[src/rtl/stmh_pkg.sv]
`timescale 1ns / 1ps
// ----------------------------------------------------------------------------
// stmh_pkg
// Shared widths, operand codes and the multiply program of the segment versus
// triangle mesh hit core.
// ----------------------------------------------------------------------------
package stmh_pkg;

    localparam int COORD_W    = 16;
    localparam int DIFF_W     = 17;
    localparam int N_W        = 35;   // face normal component
    localparam int L_W        = 54;   // plane distances l1, l2
    localparam int D_W        = 55;   // d = l1 - l2
    localparam int M_W        = 53;   // n x edge component
    localparam int AB_W       = 72;   // edge test partial sums
    localparam int X_W        = 72;   // multiplier wide operand
    localparam int Y_W        = 56;   // multiplier narrow operand
    localparam int P_W        = 128;  // product and edge test value
    localparam int DIG_W      = 8;
    localparam int MUL_DIGITS = Y_W / DIG_W;
    localparam int CNT_W      = 3;
    localparam int PC_W       = 5;
    localparam int TDATA_W    = 9 * COORD_W;
    localparam int CFG_NUM    = 6;
    localparam int CFG_IDX_W  = 3;

    typedef logic signed [COORD_W-1:0] t_coord;
    typedef logic signed [DIFF_W-1:0]  t_diff;
    typedef logic signed [N_W-1:0]     t_n;
    typedef logic signed [L_W-1:0]     t_l;
    typedef logic signed [D_W-1:0]     t_d;
    typedef logic signed [M_W-1:0]     t_m;
    typedef logic signed [AB_W-1:0]    t_ab;
    typedef logic signed [X_W-1:0]     t_x;
    typedef logic signed [Y_W-1:0]     t_y;
    typedef logic signed [P_W-1:0]     t_prod;

    // wide operand select
    localparam logic [3:0] X_U0 = 4'd0;
    localparam logic [3:0] X_U1 = 4'd1;
    localparam logic [3:0] X_U2 = 4'd2;
    localparam logic [3:0] X_N0 = 4'd3;
    localparam logic [3:0] X_N1 = 4'd4;
    localparam logic [3:0] X_N2 = 4'd5;
    localparam logic [3:0] X_M0 = 4'd6;
    localparam logic [3:0] X_M1 = 4'd7;
    localparam logic [3:0] X_M2 = 4'd8;
    localparam logic [3:0] X_A  = 4'd9;
    localparam logic [3:0] X_B  = 4'd10;

    // narrow operand select
    localparam logic [4:0] Y_V0  = 5'd0;
    localparam logic [4:0] Y_V1  = 5'd1;
    localparam logic [4:0] Y_V2  = 5'd2;
    localparam logic [4:0] Y_SA0 = 5'd3;
    localparam logic [4:0] Y_SA1 = 5'd4;
    localparam logic [4:0] Y_SA2 = 5'd5;
    localparam logic [4:0] Y_EA0 = 5'd6;
    localparam logic [4:0] Y_EA1 = 5'd7;
    localparam logic [4:0] Y_EA2 = 5'd8;
    localparam logic [4:0] Y_E0  = 5'd9;
    localparam logic [4:0] Y_E1  = 5'd10;
    localparam logic [4:0] Y_E2  = 5'd11;
    localparam logic [4:0] Y_SV0 = 5'd12;
    localparam logic [4:0] Y_SV1 = 5'd13;
    localparam logic [4:0] Y_SV2 = 5'd14;
    localparam logic [4:0] Y_ES0 = 5'd15;
    localparam logic [4:0] Y_ES1 = 5'd16;
    localparam logic [4:0] Y_ES2 = 5'd17;
    localparam logic [4:0] Y_D   = 5'd18;
    localparam logic [4:0] Y_L1  = 5'd19;

    // accumulate destination
    localparam logic [3:0] D_N0 = 4'd0;
    localparam logic [3:0] D_N1 = 4'd1;
    localparam logic [3:0] D_N2 = 4'd2;
    localparam logic [3:0] D_L1 = 4'd3;
    localparam logic [3:0] D_L2 = 4'd4;
    localparam logic [3:0] D_M0 = 4'd5;
    localparam logic [3:0] D_M1 = 4'd6;
    localparam logic [3:0] D_M2 = 4'd7;
    localparam logic [3:0] D_A  = 4'd8;
    localparam logic [3:0] D_B  = 4'd9;
    localparam logic [3:0] D_T  = 4'd10;

    // edge being tested: start vertex -> end vertex
    localparam logic [1:0] EDGE_AB = 2'd0;
    localparam logic [1:0] EDGE_BC = 2'd1;
    localparam logic [1:0] EDGE_CA = 2'd2;

    localparam logic [PC_W-1:0] PC_L_END = 5'd11;
    localparam logic [PC_W-1:0] PC_EDGE  = 5'd12;
    localparam logic [PC_W-1:0] PC_END   = 5'd25;

    typedef struct packed {
        logic [3:0] src_x;
        logic [4:0] src_y;
        logic [3:0] dst;
        logic       neg;   // subtract the product
        logic       clr;   // start a new sum
    } t_op;

    typedef struct packed {
        logic d_zero;
        logic ratio_ok;
        logic edge_ok;
    } t_stat;

    function automatic t_op f_uop(input logic [PC_W-1:0] pc);
        t_op r;
        case (pc)
            5'd0:  r = '{X_U1, Y_V2,  D_N0, 1'b0, 1'b1};
            5'd1:  r = '{X_U2, Y_V1,  D_N0, 1'b1, 1'b0};
            5'd2:  r = '{X_U2, Y_V0,  D_N1, 1'b0, 1'b1};
            5'd3:  r = '{X_U0, Y_V2,  D_N1, 1'b1, 1'b0};
            5'd4:  r = '{X_U0, Y_V1,  D_N2, 1'b0, 1'b1};
            5'd5:  r = '{X_U1, Y_V0,  D_N2, 1'b1, 1'b0};
            5'd6:  r = '{X_N0, Y_SA0, D_L1, 1'b0, 1'b1};
            5'd7:  r = '{X_N1, Y_SA1, D_L1, 1'b0, 1'b0};
            5'd8:  r = '{X_N2, Y_SA2, D_L1, 1'b0, 1'b0};
            5'd9:  r = '{X_N0, Y_EA0, D_L2, 1'b0, 1'b1};
            5'd10: r = '{X_N1, Y_EA1, D_L2, 1'b0, 1'b0};
            5'd11: r = '{X_N2, Y_EA2, D_L2, 1'b0, 1'b0};
            5'd12: r = '{X_N1, Y_E2,  D_M0, 1'b0, 1'b1};
            5'd13: r = '{X_N2, Y_E1,  D_M0, 1'b1, 1'b0};
            5'd14: r = '{X_N2, Y_E0,  D_M1, 1'b0, 1'b1};
            5'd15: r = '{X_N0, Y_E2,  D_M1, 1'b1, 1'b0};
            5'd16: r = '{X_N0, Y_E1,  D_M2, 1'b0, 1'b1};
            5'd17: r = '{X_N1, Y_E0,  D_M2, 1'b1, 1'b0};
            5'd18: r = '{X_M0, Y_SV0, D_A,  1'b0, 1'b1};
            5'd19: r = '{X_M1, Y_SV1, D_A,  1'b0, 1'b0};
            5'd20: r = '{X_M2, Y_SV2, D_A,  1'b0, 1'b0};
            5'd21: r = '{X_M0, Y_ES0, D_B,  1'b0, 1'b1};
            5'd22: r = '{X_M1, Y_ES1, D_B,  1'b0, 1'b0};
            5'd23: r = '{X_M2, Y_ES2, D_B,  1'b0, 1'b0};
            5'd24: r = '{X_A,  Y_D,   D_T,  1'b0, 1'b1};
            5'd25: r = '{X_B,  Y_L1,  D_T,  1'b0, 1'b0};
            default: r = '0;
        endcase
        return r;
    endfunction

endpackage

[src/rtl/stmh_mul.sv]
`timescale 1ns / 1ps
// ----------------------------------------------------------------------------
// stmh_mul
// Shared signed multiplier: 72-bit by 56-bit, one 8-bit digit of the narrow
// operand's magnitude per cycle, most significant digit first.
// ----------------------------------------------------------------------------
module stmh_mul (
    input  logic                           i_clk,
    input  logic                           i_rst_n,
    input  logic                           i_start,
    input  stmh_pkg::t_x                   i_x,
    input  stmh_pkg::t_y                   i_y,
    output logic                           o_done,
    output logic [stmh_pkg::P_W-1:0]       o_prod,
    output logic                           o_neg
);

    logic [stmh_pkg::CNT_W-1:0]  r_cnt;
    logic                        r_done;
    stmh_pkg::t_x                r_x;
    logic [stmh_pkg::Y_W-1:0]    r_mag;
    logic                        r_neg;
    logic [stmh_pkg::P_W-1:0]    r_p;
    logic signed [stmh_pkg::X_W+stmh_pkg::DIG_W:0] w_pp;

    assign w_pp = r_x * $signed({1'b0, r_mag[stmh_pkg::Y_W-1 -: stmh_pkg::DIG_W]});

    always_ff @(posedge i_clk) begin
        if (!i_rst_n) begin
            r_cnt  <= '0;
            r_done <= 1'b0;
        end else begin
            r_done <= 1'b0;
            if (i_start) begin
                r_cnt <= stmh_pkg::CNT_W'(stmh_pkg::MUL_DIGITS);
            end else if (r_cnt != '0) begin
                r_cnt <= r_cnt - 1'b1;
                if (r_cnt == 1) begin
                    r_done <= 1'b1;
                end
            end
        end
    end

    always_ff @(posedge i_clk) begin
        if (i_start) begin
            r_x   <= i_x;
            r_neg <= i_y[stmh_pkg::Y_W-1];
            r_mag <= i_y[stmh_pkg::Y_W-1] ? $unsigned(~i_y + 1'b1) : $unsigned(i_y);
            r_p   <= '0;
        end else if (r_cnt != '0) begin
            r_p   <= (r_p << stmh_pkg::DIG_W)
                   + {{(stmh_pkg::P_W-stmh_pkg::X_W-stmh_pkg::DIG_W-1){w_pp[stmh_pkg::X_W+stmh_pkg::DIG_W]}},
                      w_pp};
            r_mag <= r_mag << stmh_pkg::DIG_W;
        end
    end

    assign o_done = r_done;
    assign o_prod = r_p;
    assign o_neg  = r_neg;

endmodule

[config.mk]
export PLATFORM = sky130hd
export DESIGN_NAME = stmh_mul
export DESIGN_NICKNAME = d
export VERILOG_FILES = /design/src/rtl/stmh_pkg.sv /design/src/rtl/stmh_mul.sv
export SDC_FILE = /design/constraint.sdc
export NUM_CORES = 2
export LEC_CHECK = 0
export BUFFER_PORTS_ARGS = -buffer_cell sky130_fd_sc_hd__clkbuf_2
export CAP_MARGIN = 20
export CORE_MARGIN = 1.5
export CORE_UTILIZATION = 38
export DETAILED_ROUTE_END_ITERATION = 10
export GPL_ROUTABILITY_DRIVEN = 0
export SLEW_MARGIN = 15
export SYNTH_ARGS = -nofsm -noshare
export SYNTH_HDL_FRONTEND = slang
export SYNTH_SLANG_ARGS = --single-unit
[constraint.sdc]
create_clock -name i_clk -period 19.4 [get_ports i_clk]
set_input_delay 0.97 -clock i_clk [delete_from_list [all_inputs] [get_ports i_clk]]
set_output_delay 0.97 -clock i_clk [all_outputs]
set_load 0.1 [all_outputs]
==> impl_metrics.py <==
metrics = {
    "final_layout": {
        "num-fill-cells": 10033,
        "syn2layout_area_growth_pct": 9.735,
        "fin_area_mm2": 0.04130,
        "regArea_mm2": 0.006516,
        "instances_no_fill": 5960,
        "multi_input_area_mm2": 0.02808,
        "layout.nets": 5511,
        "drive_gt1_share_pct": 8.455,
    },
    "worst_hold_path": {
        "hold_path_class": "reg -> reg",
        "min_path_cells": 2,
    },
    "synthesis": {
        "syn_area_mm2": 0.03763,
        "yosysWarnings": 0,
        "synth_top_family_by_area": "adder cells",
        "synth_common_cells": "inv_1 (614), nand2_1 (606), fa_1 (439)",
        "synthAdderAreaFrac_pct": 33.26,
        "synthMuxAreaShare_pct": 0.3325,
        "synth_top_cell_by_area": "fa_1",
        "synthMostInstantiatedCell": "inv_1",
        "synth-seq-cells": 261,
        "synth_area_leaders": "fa_1 (23%), edfxtp_1 (10%), ha_1 (9.9%), dfxtp_1 (7.0%), inv_1 (6.1%)",
        "synth_seq_area_share_pct": 17.32,
        "synth-xor-area-share_pct": 5.343,
        "synth-simple-area-share_pct": 19.49,
        "syn_inst": 4526,
        "synth_nets": 5394,
        "ys.flop_type": "dfxtp_1",
        "avgSynthCellArea_um2": 8.315,
        "synth_top_area_share_pct": 23.35,
        "synth_compound_area_share_pct": 16.06,
        "synth_edf_count": 129,
        "synth.distinct_cells": 81,
        "async_reset_ff_share_pct": 0,
    },
    "routing": {
        "dr.pass1.iters": 6,
        "post_drt_wl_per_cell_um": 19.52,
        "drc": 0,
        "via_per_inst": 5.431,
        "drt-initial-drc-count": 2139,
        "num_vias": 32370,
        "routed_wl_um": 116300,
        "antenna_left": 0,
    },
    "sta": {
        "slew_violations": 0,
        "fin_setup_tns_ps": 0,
        "relSlewSlack_pct": 28.80,
        "hold_violations": 0,
        "fmax_mhz": 91.39,
        "post-route-period-util_pct": 56.40,
        "fin_crit_ps": 10940,
        "finClkSkew_ps": 47.63,
        "worst_slew_pin_slew_ps": 1068,
        "finalHoldWorstSlack_ps": 482.9,
        "setup_viol": 0,
        "rsz0062_at_grt": "no",
    },
    "worst_setup_path": {
        "r2r_setup_slack_ps": 8460,
        "cp_common_cell": "fa_1",
        "slowest_delay_ps": 700,
        "cp_data_arrival_time_ps": 11470,
        "cp.required_ps": 19930,
        "start_kind": "flip-flop",
        "r2r_end": "o_prod[123]",
        "crit_type": "reg -> reg",
        "crit_end": "o_prod[123]",
        "crit_fanout": 72,
        "cpMaxStageDelayCell": "buf_4",
        "r2r_cells": 33,
        "end_kind": "flip-flop",
        "crit_start": "r_mag[50]",
        "timing.rr.start": "r_mag[50]",
    },
    "floorplanning": {
        "coreArea_mm2": 0.09828,
        "initial_core_util_pct": 38.29,
        "die_h_um": 317.7,
        "dieArea_mm2": 0.1009,
        "pin_count": 261,
        "die_w_um": 317.7,
        "placementRows": 115,
    },
    "job": {
        "drv_cap": 0,
    },
    "clocking": {
        "clock_sink_count": 261,
        "cts.clk_slew.worst_paths_ps": 60,
        "cts_buffers": 40,
        "clockBufferDepth": 3,
        "h-tree-depth": 2,
        "cts.repair.resized": 0,
        "clockRootBuffer": "clkbuf_16",
        "hold_buffers": 0,
        "cts_setup_buffers": 0,
        "clk_latency_ps": 640,
        "cts_tree": "built",
    },
    "status": {
        "outcome": "completed",
    },
    "global_route": {
        "first_global_vias": 32888,
        "grt_pass1_wl_um": 184000,
        "antenna_found_initial": 1,
        "grt_use_total_pct": 22.95,
        "gr-total-overflow": 0,
        "grt_start_max_net_pins": 90,
    },
    "place": {
        "dp_hpwl_um": 90810,
        "place_inst": 5888,
        "dpl_cell_area_mm2": 0.03998,
        "portBuffers": 260,
    },
}
[worst min-delay path by stage]
stage / start / endpoint / slack [ps]
after floorplan: r_cnt[2] / o_done / 450
after global placement: o_prod[120] / o_prod[120] / 460
after detailed placement: o_prod[120] / o_prod[120] / 460
after CTS: o_prod[65] / o_prod[65] / 480
after global routing: o_prod[20] / o_prod[20] / 490
final: o_prod[65] / o_prod[65] / 480
[worst max-delay path: cells and delay by family, from the launching register on]
family / cells / cell delay [ps]
fa+ha+maj: 6 / 2790
simple gates: 11 / 2560
flops: 1 / 310
buf+inv: 4 / 870
compound gates: 12 / 4260
[state kept, by name, summed over array words and instances (netlist names)]
signal	count
o_done	1
o_neg	1
r_mag	56
o_prod	128
r_cnt	3
r_x	72
[placed cells by master, fill, tap and decap left out, types with 52 or more instances in the layout]
| master | count |
|---|---|
| inv_1 | 613 |
| nand2_1 | 606 |
| fa_1 | 439 |
| a21oi_1 | 379 |
| and2_1 | 348 |
| ha_1 | 298 |
| clkbuf_2 | 259 |
| nor2_1 | 218 |
| o21ai_0 | 174 |
| dfxtp_1 | 132 |
| edfxtp_1 | 129 |
| xor2_1 | 119 |
| a21o_1 | 110 |
| xnor2_1 | 107 |
| nand4_1 | 89 |
| nor3_1 | 59 |
| o21bai_1 | 52 |
[metal layers]
layer | global-route usage, % | part of all wire, % | up-vias
met5 | 0 | 0 | -
met4 | 8.216 | 3.6 | 0
met3 | 3.942 | 5.8 | 184
met2 | 39.05 | 48 | 929
met1 | 29.22 | 43 | 16025
li1 | - | - | 15232
[cells by family after synthesis]
kind of cell    after synthesis
flops                       261
buf+inv                     820
simple gates               1501
xor+xnor                    228
mux                          12
compound gates              967
fa+ha+maj                   737
[cell type report]
type / instances / area share (%)
antenna: 1 / 0.006060
multi-input combinational: 3445 / 68.00
inverter: 614 / 5.581
timing repair buffer: 281 / 3.557
clock inverter: 24 / 0.5969
tap: 1287 / 3.899
sequential: 261 / 15.78
clock buffer: 47 / 2.584
[through the flow]
stage               setup WS, ps  utilization [%]
floorplan                   9048                -
global placement            8576            40.68
detailed placement          8440            40.68
CTS                         8442            42.02
global route                7501            42.02
finish                      8458            42.02
Power is not shown: default switching activity piles up to over one toggle a cycle in this logic, so the estimate is an artifact.
