[src/rtl/stmh_pkg.sv]
`timescale 1ns / 1ps
// ----------------------------------------------------------------------------
// stmh_pkg
// Shared widths, operand codes and the multiply program of the segment versus
// triangle mesh hit core.
// ----------------------------------------------------------------------------
package stmh_pkg;

    localparam int COORD_W    = 16;
    localparam int DIFF_W     = 17;
    localparam int N_W        = 35;   // face normal component
    localparam int L_W        = 54;   // plane distances l1, l2
    localparam int D_W        = 55;   // d = l1 - l2
    localparam int M_W        = 53;   // n x edge component
    localparam int AB_W       = 72;   // edge test partial sums
    localparam int X_W        = 72;   // multiplier wide operand
    localparam int Y_W        = 56;   // multiplier narrow operand
    localparam int P_W        = 128;  // product and edge test value
    localparam int DIG_W      = 8;
    localparam int MUL_DIGITS = Y_W / DIG_W;
    localparam int CNT_W      = 3;
    localparam int PC_W       = 5;
    localparam int TDATA_W    = 9 * COORD_W;
    localparam int CFG_NUM    = 6;
    localparam int CFG_IDX_W  = 3;

    typedef logic signed [COORD_W-1:0] t_coord;
    typedef logic signed [DIFF_W-1:0]  t_diff;
    typedef logic signed [N_W-1:0]     t_n;
    typedef logic signed [L_W-1:0]     t_l;
    typedef logic signed [D_W-1:0]     t_d;
    typedef logic signed [M_W-1:0]     t_m;
    typedef logic signed [AB_W-1:0]    t_ab;
    typedef logic signed [X_W-1:0]     t_x;
    typedef logic signed [Y_W-1:0]     t_y;
    typedef logic signed [P_W-1:0]     t_prod;

    // wide operand select
    localparam logic [3:0] X_U0 = 4'd0;
    localparam logic [3:0] X_U1 = 4'd1;
    localparam logic [3:0] X_U2 = 4'd2;
    localparam logic [3:0] X_N0 = 4'd3;
    localparam logic [3:0] X_N1 = 4'd4;
    localparam logic [3:0] X_N2 = 4'd5;
    localparam logic [3:0] X_M0 = 4'd6;
    localparam logic [3:0] X_M1 = 4'd7;
    localparam logic [3:0] X_M2 = 4'd8;
    localparam logic [3:0] X_A  = 4'd9;
    localparam logic [3:0] X_B  = 4'd10;

    // narrow operand select
    localparam logic [4:0] Y_V0  = 5'd0;
    localparam logic [4:0] Y_V1  = 5'd1;
    localparam logic [4:0] Y_V2  = 5'd2;
    localparam logic [4:0] Y_SA0 = 5'd3;
    localparam logic [4:0] Y_SA1 = 5'd4;
    localparam logic [4:0] Y_SA2 = 5'd5;
    localparam logic [4:0] Y_EA0 = 5'd6;
    localparam logic [4:0] Y_EA1 = 5'd7;
    localparam logic [4:0] Y_EA2 = 5'd8;
    localparam logic [4:0] Y_E0  = 5'd9;
    localparam logic [4:0] Y_E1  = 5'd10;
    localparam logic [4:0] Y_E2  = 5'd11;
    localparam logic [4:0] Y_SV0 = 5'd12;
    localparam logic [4:0] Y_SV1 = 5'd13;
    localparam logic [4:0] Y_SV2 = 5'd14;
    localparam logic [4:0] Y_ES0 = 5'd15;
    localparam logic [4:0] Y_ES1 = 5'd16;
    localparam logic [4:0] Y_ES2 = 5'd17;
    localparam logic [4:0] Y_D   = 5'd18;
    localparam logic [4:0] Y_L1  = 5'd19;

    // accumulate destination
    localparam logic [3:0] D_N0 = 4'd0;
    localparam logic [3:0] D_N1 = 4'd1;
    localparam logic [3:0] D_N2 = 4'd2;
    localparam logic [3:0] D_L1 = 4'd3;
    localparam logic [3:0] D_L2 = 4'd4;
    localparam logic [3:0] D_M0 = 4'd5;
    localparam logic [3:0] D_M1 = 4'd6;
    localparam logic [3:0] D_M2 = 4'd7;
    localparam logic [3:0] D_A  = 4'd8;
    localparam logic [3:0] D_B  = 4'd9;
    localparam logic [3:0] D_T  = 4'd10;

    // edge being tested: start vertex -> end vertex
    localparam logic [1:0] EDGE_AB = 2'd0;
    localparam logic [1:0] EDGE_BC = 2'd1;
    localparam logic [1:0] EDGE_CA = 2'd2;

    localparam logic [PC_W-1:0] PC_L_END = 5'd11;
    localparam logic [PC_W-1:0] PC_EDGE  = 5'd12;
    localparam logic [PC_W-1:0] PC_END   = 5'd25;

    typedef struct packed {
        logic [3:0] src_x;
        logic [4:0] src_y;
        logic [3:0] dst;
        logic       neg;   // subtract the product
        logic       clr;   // start a new sum
    } t_op;

    typedef struct packed {
        logic d_zero;
        logic ratio_ok;
        logic edge_ok;
    } t_stat;

    function automatic t_op f_uop(input logic [PC_W-1:0] pc);
        t_op r;
        case (pc)
            5'd0:  r = '{X_U1, Y_V2,  D_N0, 1'b0, 1'b1};
            5'd1:  r = '{X_U2, Y_V1,  D_N0, 1'b1, 1'b0};
            5'd2:  r = '{X_U2, Y_V0,  D_N1, 1'b0, 1'b1};
            5'd3:  r = '{X_U0, Y_V2,  D_N1, 1'b1, 1'b0};
            5'd4:  r = '{X_U0, Y_V1,  D_N2, 1'b0, 1'b1};
            5'd5:  r = '{X_U1, Y_V0,  D_N2, 1'b1, 1'b0};
            5'd6:  r = '{X_N0, Y_SA0, D_L1, 1'b0, 1'b1};
            5'd7:  r = '{X_N1, Y_SA1, D_L1, 1'b0, 1'b0};
            5'd8:  r = '{X_N2, Y_SA2, D_L1, 1'b0, 1'b0};
            5'd9:  r = '{X_N0, Y_EA0, D_L2, 1'b0, 1'b1};
            5'd10: r = '{X_N1, Y_EA1, D_L2, 1'b0, 1'b0};
            5'd11: r = '{X_N2, Y_EA2, D_L2, 1'b0, 1'b0};
            5'd12: r = '{X_N1, Y_E2,  D_M0, 1'b0, 1'b1};
            5'd13: r = '{X_N2, Y_E1,  D_M0, 1'b1, 1'b0};
            5'd14: r = '{X_N2, Y_E0,  D_M1, 1'b0, 1'b1};
            5'd15: r = '{X_N0, Y_E2,  D_M1, 1'b1, 1'b0};
            5'd16: r = '{X_N0, Y_E1,  D_M2, 1'b0, 1'b1};
            5'd17: r = '{X_N1, Y_E0,  D_M2, 1'b1, 1'b0};
            5'd18: r = '{X_M0, Y_SV0, D_A,  1'b0, 1'b1};
            5'd19: r = '{X_M1, Y_SV1, D_A,  1'b0, 1'b0};
            5'd20: r = '{X_M2, Y_SV2, D_A,  1'b0, 1'b0};
            5'd21: r = '{X_M0, Y_ES0, D_B,  1'b0, 1'b1};
            5'd22: r = '{X_M1, Y_ES1, D_B,  1'b0, 1'b0};
            5'd23: r = '{X_M2, Y_ES2, D_B,  1'b0, 1'b0};
            5'd24: r = '{X_A,  Y_D,   D_T,  1'b0, 1'b1};
            5'd25: r = '{X_B,  Y_L1,  D_T,  1'b0, 1'b0};
            default: r = '0;
        endcase
        return r;
    endfunction

endpackage

[src/rtl/stmh_dp.sv]
`timescale 1ns / 1ps
// ----------------------------------------------------------------------------
// stmh_dp
// Triangle datapath: vertex registers, operand select for the shared
// multiplier, accumulate write-back and the ratio and edge side tests.
// ----------------------------------------------------------------------------
module stmh_dp (
    input  logic                             i_clk,
    input  logic                             i_load,
    input  logic [stmh_pkg::TDATA_W-1:0]     i_tdata,
    input  stmh_pkg::t_coord                 i_seg_s [3],
    input  stmh_pkg::t_coord                 i_seg_e [3],
    input  stmh_pkg::t_op                    i_op,
    input  logic [1:0]                       i_edge,
    input  logic                             i_dcalc,
    input  logic                             i_wr,
    input  logic [stmh_pkg::P_W-1:0]         i_prod,
    input  logic                             i_prod_neg,
    output stmh_pkg::t_x                     o_x,
    output stmh_pkg::t_y                     o_y,
    output stmh_pkg::t_stat                  o_stat
);

    stmh_pkg::t_coord r_a [3];
    stmh_pkg::t_coord r_b [3];
    stmh_pkg::t_coord r_c [3];
    stmh_pkg::t_n     r_n [3];
    stmh_pkg::t_m     r_m [3];
    stmh_pkg::t_l     r_l1;
    stmh_pkg::t_l     r_l2;
    stmh_pkg::t_d     r_d;
    stmh_pkg::t_ab    r_acc_a;
    stmh_pkg::t_ab    r_acc_b;
    stmh_pkg::t_prod  r_t;

    stmh_pkg::t_coord w_v [3];
    stmh_pkg::t_coord w_w [3];
    stmh_pkg::t_diff  w_u [3];
    stmh_pkg::t_diff  w_vv [3];
    stmh_pkg::t_diff  w_sa [3];
    stmh_pkg::t_diff  w_ea [3];
    stmh_pkg::t_diff  w_e [3];
    stmh_pkg::t_diff  w_sv [3];
    stmh_pkg::t_diff  w_es [3];
    stmh_pkg::t_prod  w_old;
    stmh_pkg::t_prod  w_sum;
    stmh_pkg::t_d     w_l1x;
    logic             w_neg;

    always_comb begin
        case (i_edge)
            stmh_pkg::EDGE_AB: begin
                w_v = r_a;
                w_w = r_b;
            end
            stmh_pkg::EDGE_BC: begin
                w_v = r_b;
                w_w = r_c;
            end
            default: begin
                w_v = r_c;
                w_w = r_a;
            end
        endcase
    end

    for (genvar k = 0; k < 3; k++) begin : g_diff
        assign w_u[k]  = stmh_pkg::t_diff'(r_b[k]) - stmh_pkg::t_diff'(r_a[k]);
        assign w_vv[k] = stmh_pkg::t_diff'(r_c[k]) - stmh_pkg::t_diff'(r_a[k]);
        assign w_sa[k] = stmh_pkg::t_diff'(i_seg_s[k]) - stmh_pkg::t_diff'(r_a[k]);
        assign w_ea[k] = stmh_pkg::t_diff'(i_seg_e[k]) - stmh_pkg::t_diff'(r_a[k]);
        assign w_e[k]  = stmh_pkg::t_diff'(w_w[k]) - stmh_pkg::t_diff'(w_v[k]);
        assign w_sv[k] = stmh_pkg::t_diff'(i_seg_s[k]) - stmh_pkg::t_diff'(w_v[k]);
        assign w_es[k] = stmh_pkg::t_diff'(i_seg_e[k]) - stmh_pkg::t_diff'(i_seg_s[k]);
    end

    always_comb begin
        case (i_op.src_x)
            stmh_pkg::X_U0: o_x = stmh_pkg::t_x'(w_u[0]);
            stmh_pkg::X_U1: o_x = stmh_pkg::t_x'(w_u[1]);
            stmh_pkg::X_U2: o_x = stmh_pkg::t_x'(w_u[2]);
            stmh_pkg::X_N0: o_x = stmh_pkg::t_x'(r_n[0]);
            stmh_pkg::X_N1: o_x = stmh_pkg::t_x'(r_n[1]);
            stmh_pkg::X_N2: o_x = stmh_pkg::t_x'(r_n[2]);
            stmh_pkg::X_M0: o_x = stmh_pkg::t_x'(r_m[0]);
            stmh_pkg::X_M1: o_x = stmh_pkg::t_x'(r_m[1]);
            stmh_pkg::X_M2: o_x = stmh_pkg::t_x'(r_m[2]);
            stmh_pkg::X_A:  o_x = r_acc_a;
            stmh_pkg::X_B:  o_x = r_acc_b;
            default:        o_x = '0;
        endcase
    end

    always_comb begin
        case (i_op.src_y)
            stmh_pkg::Y_V0:  o_y = stmh_pkg::t_y'(w_vv[0]);
            stmh_pkg::Y_V1:  o_y = stmh_pkg::t_y'(w_vv[1]);
            stmh_pkg::Y_V2:  o_y = stmh_pkg::t_y'(w_vv[2]);
            stmh_pkg::Y_SA0: o_y = stmh_pkg::t_y'(w_sa[0]);
            stmh_pkg::Y_SA1: o_y = stmh_pkg::t_y'(w_sa[1]);
            stmh_pkg::Y_SA2: o_y = stmh_pkg::t_y'(w_sa[2]);
            stmh_pkg::Y_EA0: o_y = stmh_pkg::t_y'(w_ea[0]);
            stmh_pkg::Y_EA1: o_y = stmh_pkg::t_y'(w_ea[1]);
            stmh_pkg::Y_EA2: o_y = stmh_pkg::t_y'(w_ea[2]);
            stmh_pkg::Y_E0:  o_y = stmh_pkg::t_y'(w_e[0]);
            stmh_pkg::Y_E1:  o_y = stmh_pkg::t_y'(w_e[1]);
            stmh_pkg::Y_E2:  o_y = stmh_pkg::t_y'(w_e[2]);
            stmh_pkg::Y_SV0: o_y = stmh_pkg::t_y'(w_sv[0]);
            stmh_pkg::Y_SV1: o_y = stmh_pkg::t_y'(w_sv[1]);
            stmh_pkg::Y_SV2: o_y = stmh_pkg::t_y'(w_sv[2]);
            stmh_pkg::Y_ES0: o_y = stmh_pkg::t_y'(w_es[0]);
            stmh_pkg::Y_ES1: o_y = stmh_pkg::t_y'(w_es[1]);
            stmh_pkg::Y_ES2: o_y = stmh_pkg::t_y'(w_es[2]);
            stmh_pkg::Y_D:   o_y = stmh_pkg::t_y'(r_d);
            stmh_pkg::Y_L1:  o_y = stmh_pkg::t_y'(r_l1);
            default:         o_y = '0;
        endcase
    end

    always_comb begin
        case (i_op.dst)
            stmh_pkg::D_N0: w_old = stmh_pkg::t_prod'(r_n[0]);
            stmh_pkg::D_N1: w_old = stmh_pkg::t_prod'(r_n[1]);
            stmh_pkg::D_N2: w_old = stmh_pkg::t_prod'(r_n[2]);
            stmh_pkg::D_L1: w_old = stmh_pkg::t_prod'(r_l1);
            stmh_pkg::D_L2: w_old = stmh_pkg::t_prod'(r_l2);
            stmh_pkg::D_M0: w_old = stmh_pkg::t_prod'(r_m[0]);
            stmh_pkg::D_M1: w_old = stmh_pkg::t_prod'(r_m[1]);
            stmh_pkg::D_M2: w_old = stmh_pkg::t_prod'(r_m[2]);
            stmh_pkg::D_A:  w_old = stmh_pkg::t_prod'(r_acc_a);
            stmh_pkg::D_B:  w_old = stmh_pkg::t_prod'(r_acc_b);
            stmh_pkg::D_T:  w_old = r_t;
            default:        w_old = '0;
        endcase
        if (i_op.clr) begin
            w_old = '0;
        end
    end

    // negate the magnitude product when exactly one of the signs asks for it
    assign w_neg = i_op.neg ^ i_prod_neg;
    assign w_sum = w_old + $signed(i_prod ^ {stmh_pkg::P_W{w_neg}})
                 + $signed({{(stmh_pkg::P_W-1){1'b0}}, w_neg});

    always_ff @(posedge i_clk) begin
        if (i_load) begin
            for (int k = 0; k < 3; k++) begin
                r_a[k] <= i_tdata[k*stmh_pkg::COORD_W +: stmh_pkg::COORD_W];
                r_b[k] <= i_tdata[(3+k)*stmh_pkg::COORD_W +: stmh_pkg::COORD_W];
                r_c[k] <= i_tdata[(6+k)*stmh_pkg::COORD_W +: stmh_pkg::COORD_W];
            end
        end
        if (i_dcalc) begin
            r_d <= stmh_pkg::t_d'(r_l1) - stmh_pkg::t_d'(r_l2);
        end
        if (i_wr) begin
            case (i_op.dst)
                stmh_pkg::D_N0: r_n[0]  <= w_sum[stmh_pkg::N_W-1:0];
                stmh_pkg::D_N1: r_n[1]  <= w_sum[stmh_pkg::N_W-1:0];
                stmh_pkg::D_N2: r_n[2]  <= w_sum[stmh_pkg::N_W-1:0];
                stmh_pkg::D_L1: r_l1    <= w_sum[stmh_pkg::L_W-1:0];
                stmh_pkg::D_L2: r_l2    <= w_sum[stmh_pkg::L_W-1:0];
                stmh_pkg::D_M0: r_m[0]  <= w_sum[stmh_pkg::M_W-1:0];
                stmh_pkg::D_M1: r_m[1]  <= w_sum[stmh_pkg::M_W-1:0];
                stmh_pkg::D_M2: r_m[2]  <= w_sum[stmh_pkg::M_W-1:0];
                stmh_pkg::D_A:  r_acc_a <= w_sum[stmh_pkg::AB_W-1:0];
                stmh_pkg::D_B:  r_acc_b <= w_sum[stmh_pkg::AB_W-1:0];
                stmh_pkg::D_T:  r_t     <= w_sum;
                default: ;
            endcase
        end
    end

    // ratio test: l1 must lie between 0 and d, endpoints included
    assign w_l1x = stmh_pkg::t_d'(r_l1);

    always_comb begin
        o_stat.d_zero = (r_d == '0);
        if (!r_d[stmh_pkg::D_W-1]) begin
            o_stat.ratio_ok = !w_l1x[stmh_pkg::D_W-1] && !(w_l1x > r_d);
            o_stat.edge_ok  = !r_t[stmh_pkg::P_W-1];
        end else begin
            o_stat.ratio_ok = (w_l1x[stmh_pkg::D_W-1] || (w_l1x == '0)) && !(w_l1x < r_d);
            o_stat.edge_ok  = r_t[stmh_pkg::P_W-1] || (r_t == '0);
        end
    end

endmodule
[config.mk]
export PLATFORM = sky130hd
export DESIGN_NAME = stmh_dp
export DESIGN_NICKNAME = d
export VERILOG_FILES = /design/src/rtl/stmh_pkg.sv /design/src/rtl/stmh_dp.sv
export SDC_FILE = /design/constraint.sdc
export NUM_CORES = 2
export LEC_CHECK = 0
export BUFFER_PORTS_ARGS = -buffer_cell sky130_fd_sc_hd__buf_2
export CORE_ASPECT_RATIO = 0.9
export CORE_MARGIN = 10
export CORE_UTILIZATION = 45
export CTS_BUF_LIST = sky130_fd_sc_hd__clkbuf_8 sky130_fd_sc_hd__clkbuf_16
export DETAILED_ROUTE_END_ITERATION = 8
export HOLD_SLACK_MARGIN = 0.15
export PLACE_DENSITY_LB_ADDON = 0.15
export REMOVE_ABC_BUFFERS = 1
export SYNTH_ARGS = -nofsm -noshare
export SYNTH_HDL_FRONTEND = slang
export SYNTH_SLANG_ARGS = --single-unit
[constraint.sdc]
create_clock -name i_clk -period 15.1 [get_ports i_clk]
set_input_delay 0.755 -clock i_clk [delete_from_list [all_inputs] [get_ports i_clk]]
set_output_delay 0.755 -clock i_clk [all_outputs]
set_load 0.02 [all_outputs]
==> metrics.txt <==
Post-CTS Hold Fix Bufs=0; Std-Cell Rows=132; post-synthesis sequential area ratio=0.390; DRC Markers=0; IO buf count=520; Distinct cells, synth=91; Fmax=142 MHz; number of synthesized register bits=843; number of max-cap violations=0; vias in the first global route=57700; number of enable flip-flop cells after synthesis=843; clock transition at the registers of the reported paths=60 ps; initial DRC count=9354; CP Class=reg -> out; DIE AREA=160000 um^2; met3 WL=37.9 mm; share of cells above drive strength 1=0.118; clk root buf=clkbuf_16; status=finished, final reports clean; clk_skew=21.1 ps; worst min path class=in -> reg; cell count after synthesis=6730; Die Y=380 um; Die Wd=420 um; Async S/R FF share, synth=0; final setup fails=0; data required time at the worst endpoint=14350 ps; DP HPWL=236 mm; highest routed layer=met5; via count=61300; mapped cell area=64900 um^2; DR vias/cell=6.74; kind of end point of the critical path=output pin; PostCTS Resize Cnt=0; crit path launch type=register; GRT Util Overall=0.362; Slew @ Worst Pin=1420 ps; CP bufs+invs=1; CP Cell Sequence=mux2i_1 > o21ai_0 > ha_1 > fa_1 > nor2b_1 > o21ai_0 > a21boi_0 > o21ai_0 > a211oi_1 > o21ai_0 > a21oi_1 > mux2i_1 > a22oi_1 > o211ai_1 > a221oi_1 > nand2_1 > buf_2; final hold violation count=0; Clk network pwr share=0.294; final worst path period share=0.466; placed cells=8915; Final min period=7040 ps; Area Overhead vs Synth=12.0%; peak fanout along the critical path=6; max-slew violations=0; clk sink count=843; Initial Util=0.452; initial antenna violation count=29; met2 wire length=127 mm; peak supply drop=97.9 uV; TritonCTS buffer count=92; CP top delay family=compound AO/OA/AOI/OAI gates; drt total wl=304 mm; first-pass GRT wire length=423 mm; Crit path largest cell delay=700 ps; ys flop type=edfxtp_1; Placer Congestion=1.02; core area=144000 um^2; post-route insts no fill=9096; total congestion overflow=0; CTS tree=done; largest net degree at the start of global routing=128; wire per inst=33.4 um; Most Frequent Cell on Critical Path=o21ai_0; CTS H-tree depth=3; Post-DRT Antenna Nets=0; Ports=521; P_sw=0.00289 W; internal power=0.00492 W; RSZ-0062 raised after global routing=false; slowest CP cell=a21oi_1; clock tree buffer depth=3; Pwr Density=107 nW/um^2; WP data arrival=6290 ps; post-CTS setup buffers=0; syn_area_per_cell=9.64 um^2; nets@finish=8117; met1 wire length=123 mm; clock insertion delay at the later pin of the skew report=740 ps; part of the power in registers=0.375; Detailed Routing Iterations Pass 1=8; setup TNS=0 ps; Comb pwr share=0.331; switch share=0.371; Slew HR=0.0440; YS warnings=0; LEAKAGE=29.1 nW
[cell usage in the layout (no fill, tap or decap), drive strengths merged, types with 34 or more instances in the layout]
master / synthesis / routed
edfxtp: 843 / 843
buf: 35 / 625
a21oi: 601 / 601
ha: 571 / 571
nand2: 462 / 462
nor2: 423 / 423
inv: 382 / 404
xnor2: 366 / 366
o21ai: 325 / 325
a22oi: 186 / 186
a21o: 186 / 186
xor2: 162 / 162
nand4: 147 / 147
nor3: 145 / 145
nand3: 141 / 141
a221oi: 128 / 128
mux2i: 116 / 116
a22o: 99 / 99
clkbuf: 281 / 92
nor4: 92 / 92
nand2b: 86 / 86
o22ai: 81 / 81
a222oi: 80 / 80
o21bai: 78 / 78
nor2b: 70 / 70
a221o: 67 / 67
o21a: 55 / 55
a211oi: 49 / 49
a31oi: 48 / 48
and3: 40 / 40
clkinv: 0 / 34
[power by group through the flow]
stage / clock network [W] / registers (W) / logic [W]
after global placement: 0 / 0.00297 / 0.00248
after global routing: 0.00240 / 0.00293 / 0.00275
final: 0.00229 / 0.00293 / 0.00259
after detailed placement: 0 / 0.00297 / 0.00249
after CTS: 0.00231 / 0.00292 / 0.00251
after floorplan: 0 / 0.00291 / 0.00160
[synthesized netlist by cell type (17+ instances only)]
master    instances  area share
clkbuf_1        280       0.016
and2_1           21      0.0020
a22oi_1         186       0.022
o21a_1           55      0.0064
o21ai_0         316       0.024
o22ai_1          81      0.0078
a221oi_1        127       0.017
o31ai_1          24      0.0028
a222oi_1         80       0.012
nor2_1          423       0.024
a21o_1          185       0.021
nor3b_1          20      0.0023
or3_1            24      0.0023
o21bai_1         78      0.0090
nand2b_1         86      0.0083
nand2_1         462       0.027
nor2b_1          70      0.0067
a22o_1           99       0.013
ha_1            571        0.11
nand4_1         147       0.014
a211oi_1         49      0.0057
edfxtp_1        843        0.39
a21boi_0         19      0.0022
a31oi_1          48      0.0046
o211ai_1         26      0.0030
nor4_1           92      0.0089
nand3_1         141       0.011
a21oi_1         598       0.046
fa_1             23      0.0071
xor2_1          162       0.022
buf_2            17      0.0013
inv_1           382       0.022
mux2i_1         116       0.018
a221o_1          67       0.010
and3_1           40      0.0039
nor3_1          145       0.011
xnor2_1         366       0.049
[cell type report]
cell class                 instances  area (um^2)
antenna                           15         37.5
clock buffer                      92         2300
clock inverter                    74          672
fill                           13400        71000
inverter                         382         1430
multi-input combinational       5189        37200
sequential                       843        25300
tap                             1876         2350
timing repair buffer             625         3420
[stage by stage]
step / worst slack [ps] / util / cell area, um^2 / power, W / hold WS (ps)
floorplan: 1630 / - / 63700 / 0.00451 / 623
global placement: 7650 / 0.485 / 69700 / 0.00546 / 889
detailed placement: 7520 / 0.485 / 69700 / 0.00546 / 869
CTS: 8230 / 0.506 / 72700 / 0.00775 / 152
global route: 7760 / 0.506 / 72700 / 0.00807 / 171
finish: 8060 / 0.506 / 72700 / 0.00781 / 192
[cells by family (layout without fill, tap and decap cells)]
family / count (synthesis) / after routing / synth area share
other cells: 0 / 15 / 0
fa+ha+maj: 594 / 594 / 0.117
compound gates: 2202 / 2202 / 0.231
mux: 119 / 119 / 0.0184
simple gates: 1746 / 1746 / 0.131
flops: 843 / 843 / 0.390
xor+xnor: 528 / 528 / 0.0713
buf+inv: 698 / 1173 / 0.0408
[worst paths after layout]
path                         startpoint  cells after the start  slack (ps)            endpoint
hold reg to reg       r_l2[1]$_DFFE_PP_                      2         900    r_d[1]$_DFFE_PP_
hold / removal              i_tdata[21]                      1         190   r_a[21]$_DFFE_PP_
setup reg to reg  r_m[0][105]$_DFFE_PP_                     19        8700  r_t[127]$_DFFE_PP_
setup / recovery      r_a[32]$_DFFE_PP_                     17        8060             o_y[14]
[sequential cells by signal (all words and copies together) (netlist names)]
name	flops
r_acc_b	72
r_l2	54
r_acc_a	72
r_l1	54
r_a	48
r_b	48
r_c	48
r_m	159
r_t	128
r_d	55
r_n	105
[layer usage]
layer | vias up | global-route usage
li1 | 26700 | -
met1 | 30000 | 0.496
met4 | 14 | 0.154
met3 | 599 | 0.103
met2 | 3928 | 0.529
met5 | - | 0
[worst reg2reg max path: stages, from the launching register on]
cell      delay (ps)
edfxtp_1         400
a222oi_1         350
o21ai_0          220
a221oi_2         340
buf_4            350
inv_1            140
a221oi_4         180
buf_4            590
a21oi_1          160
ha_1             480
nand4_1          170
or2_0            250
nor4b_1          590
nand3_1          220
o41ai_4          670
o211ai_2         280
o31a_1           390
o21ai_1          140
a21oi_1           90
xnor2_1          120
(Power assumes the default switching activity.)
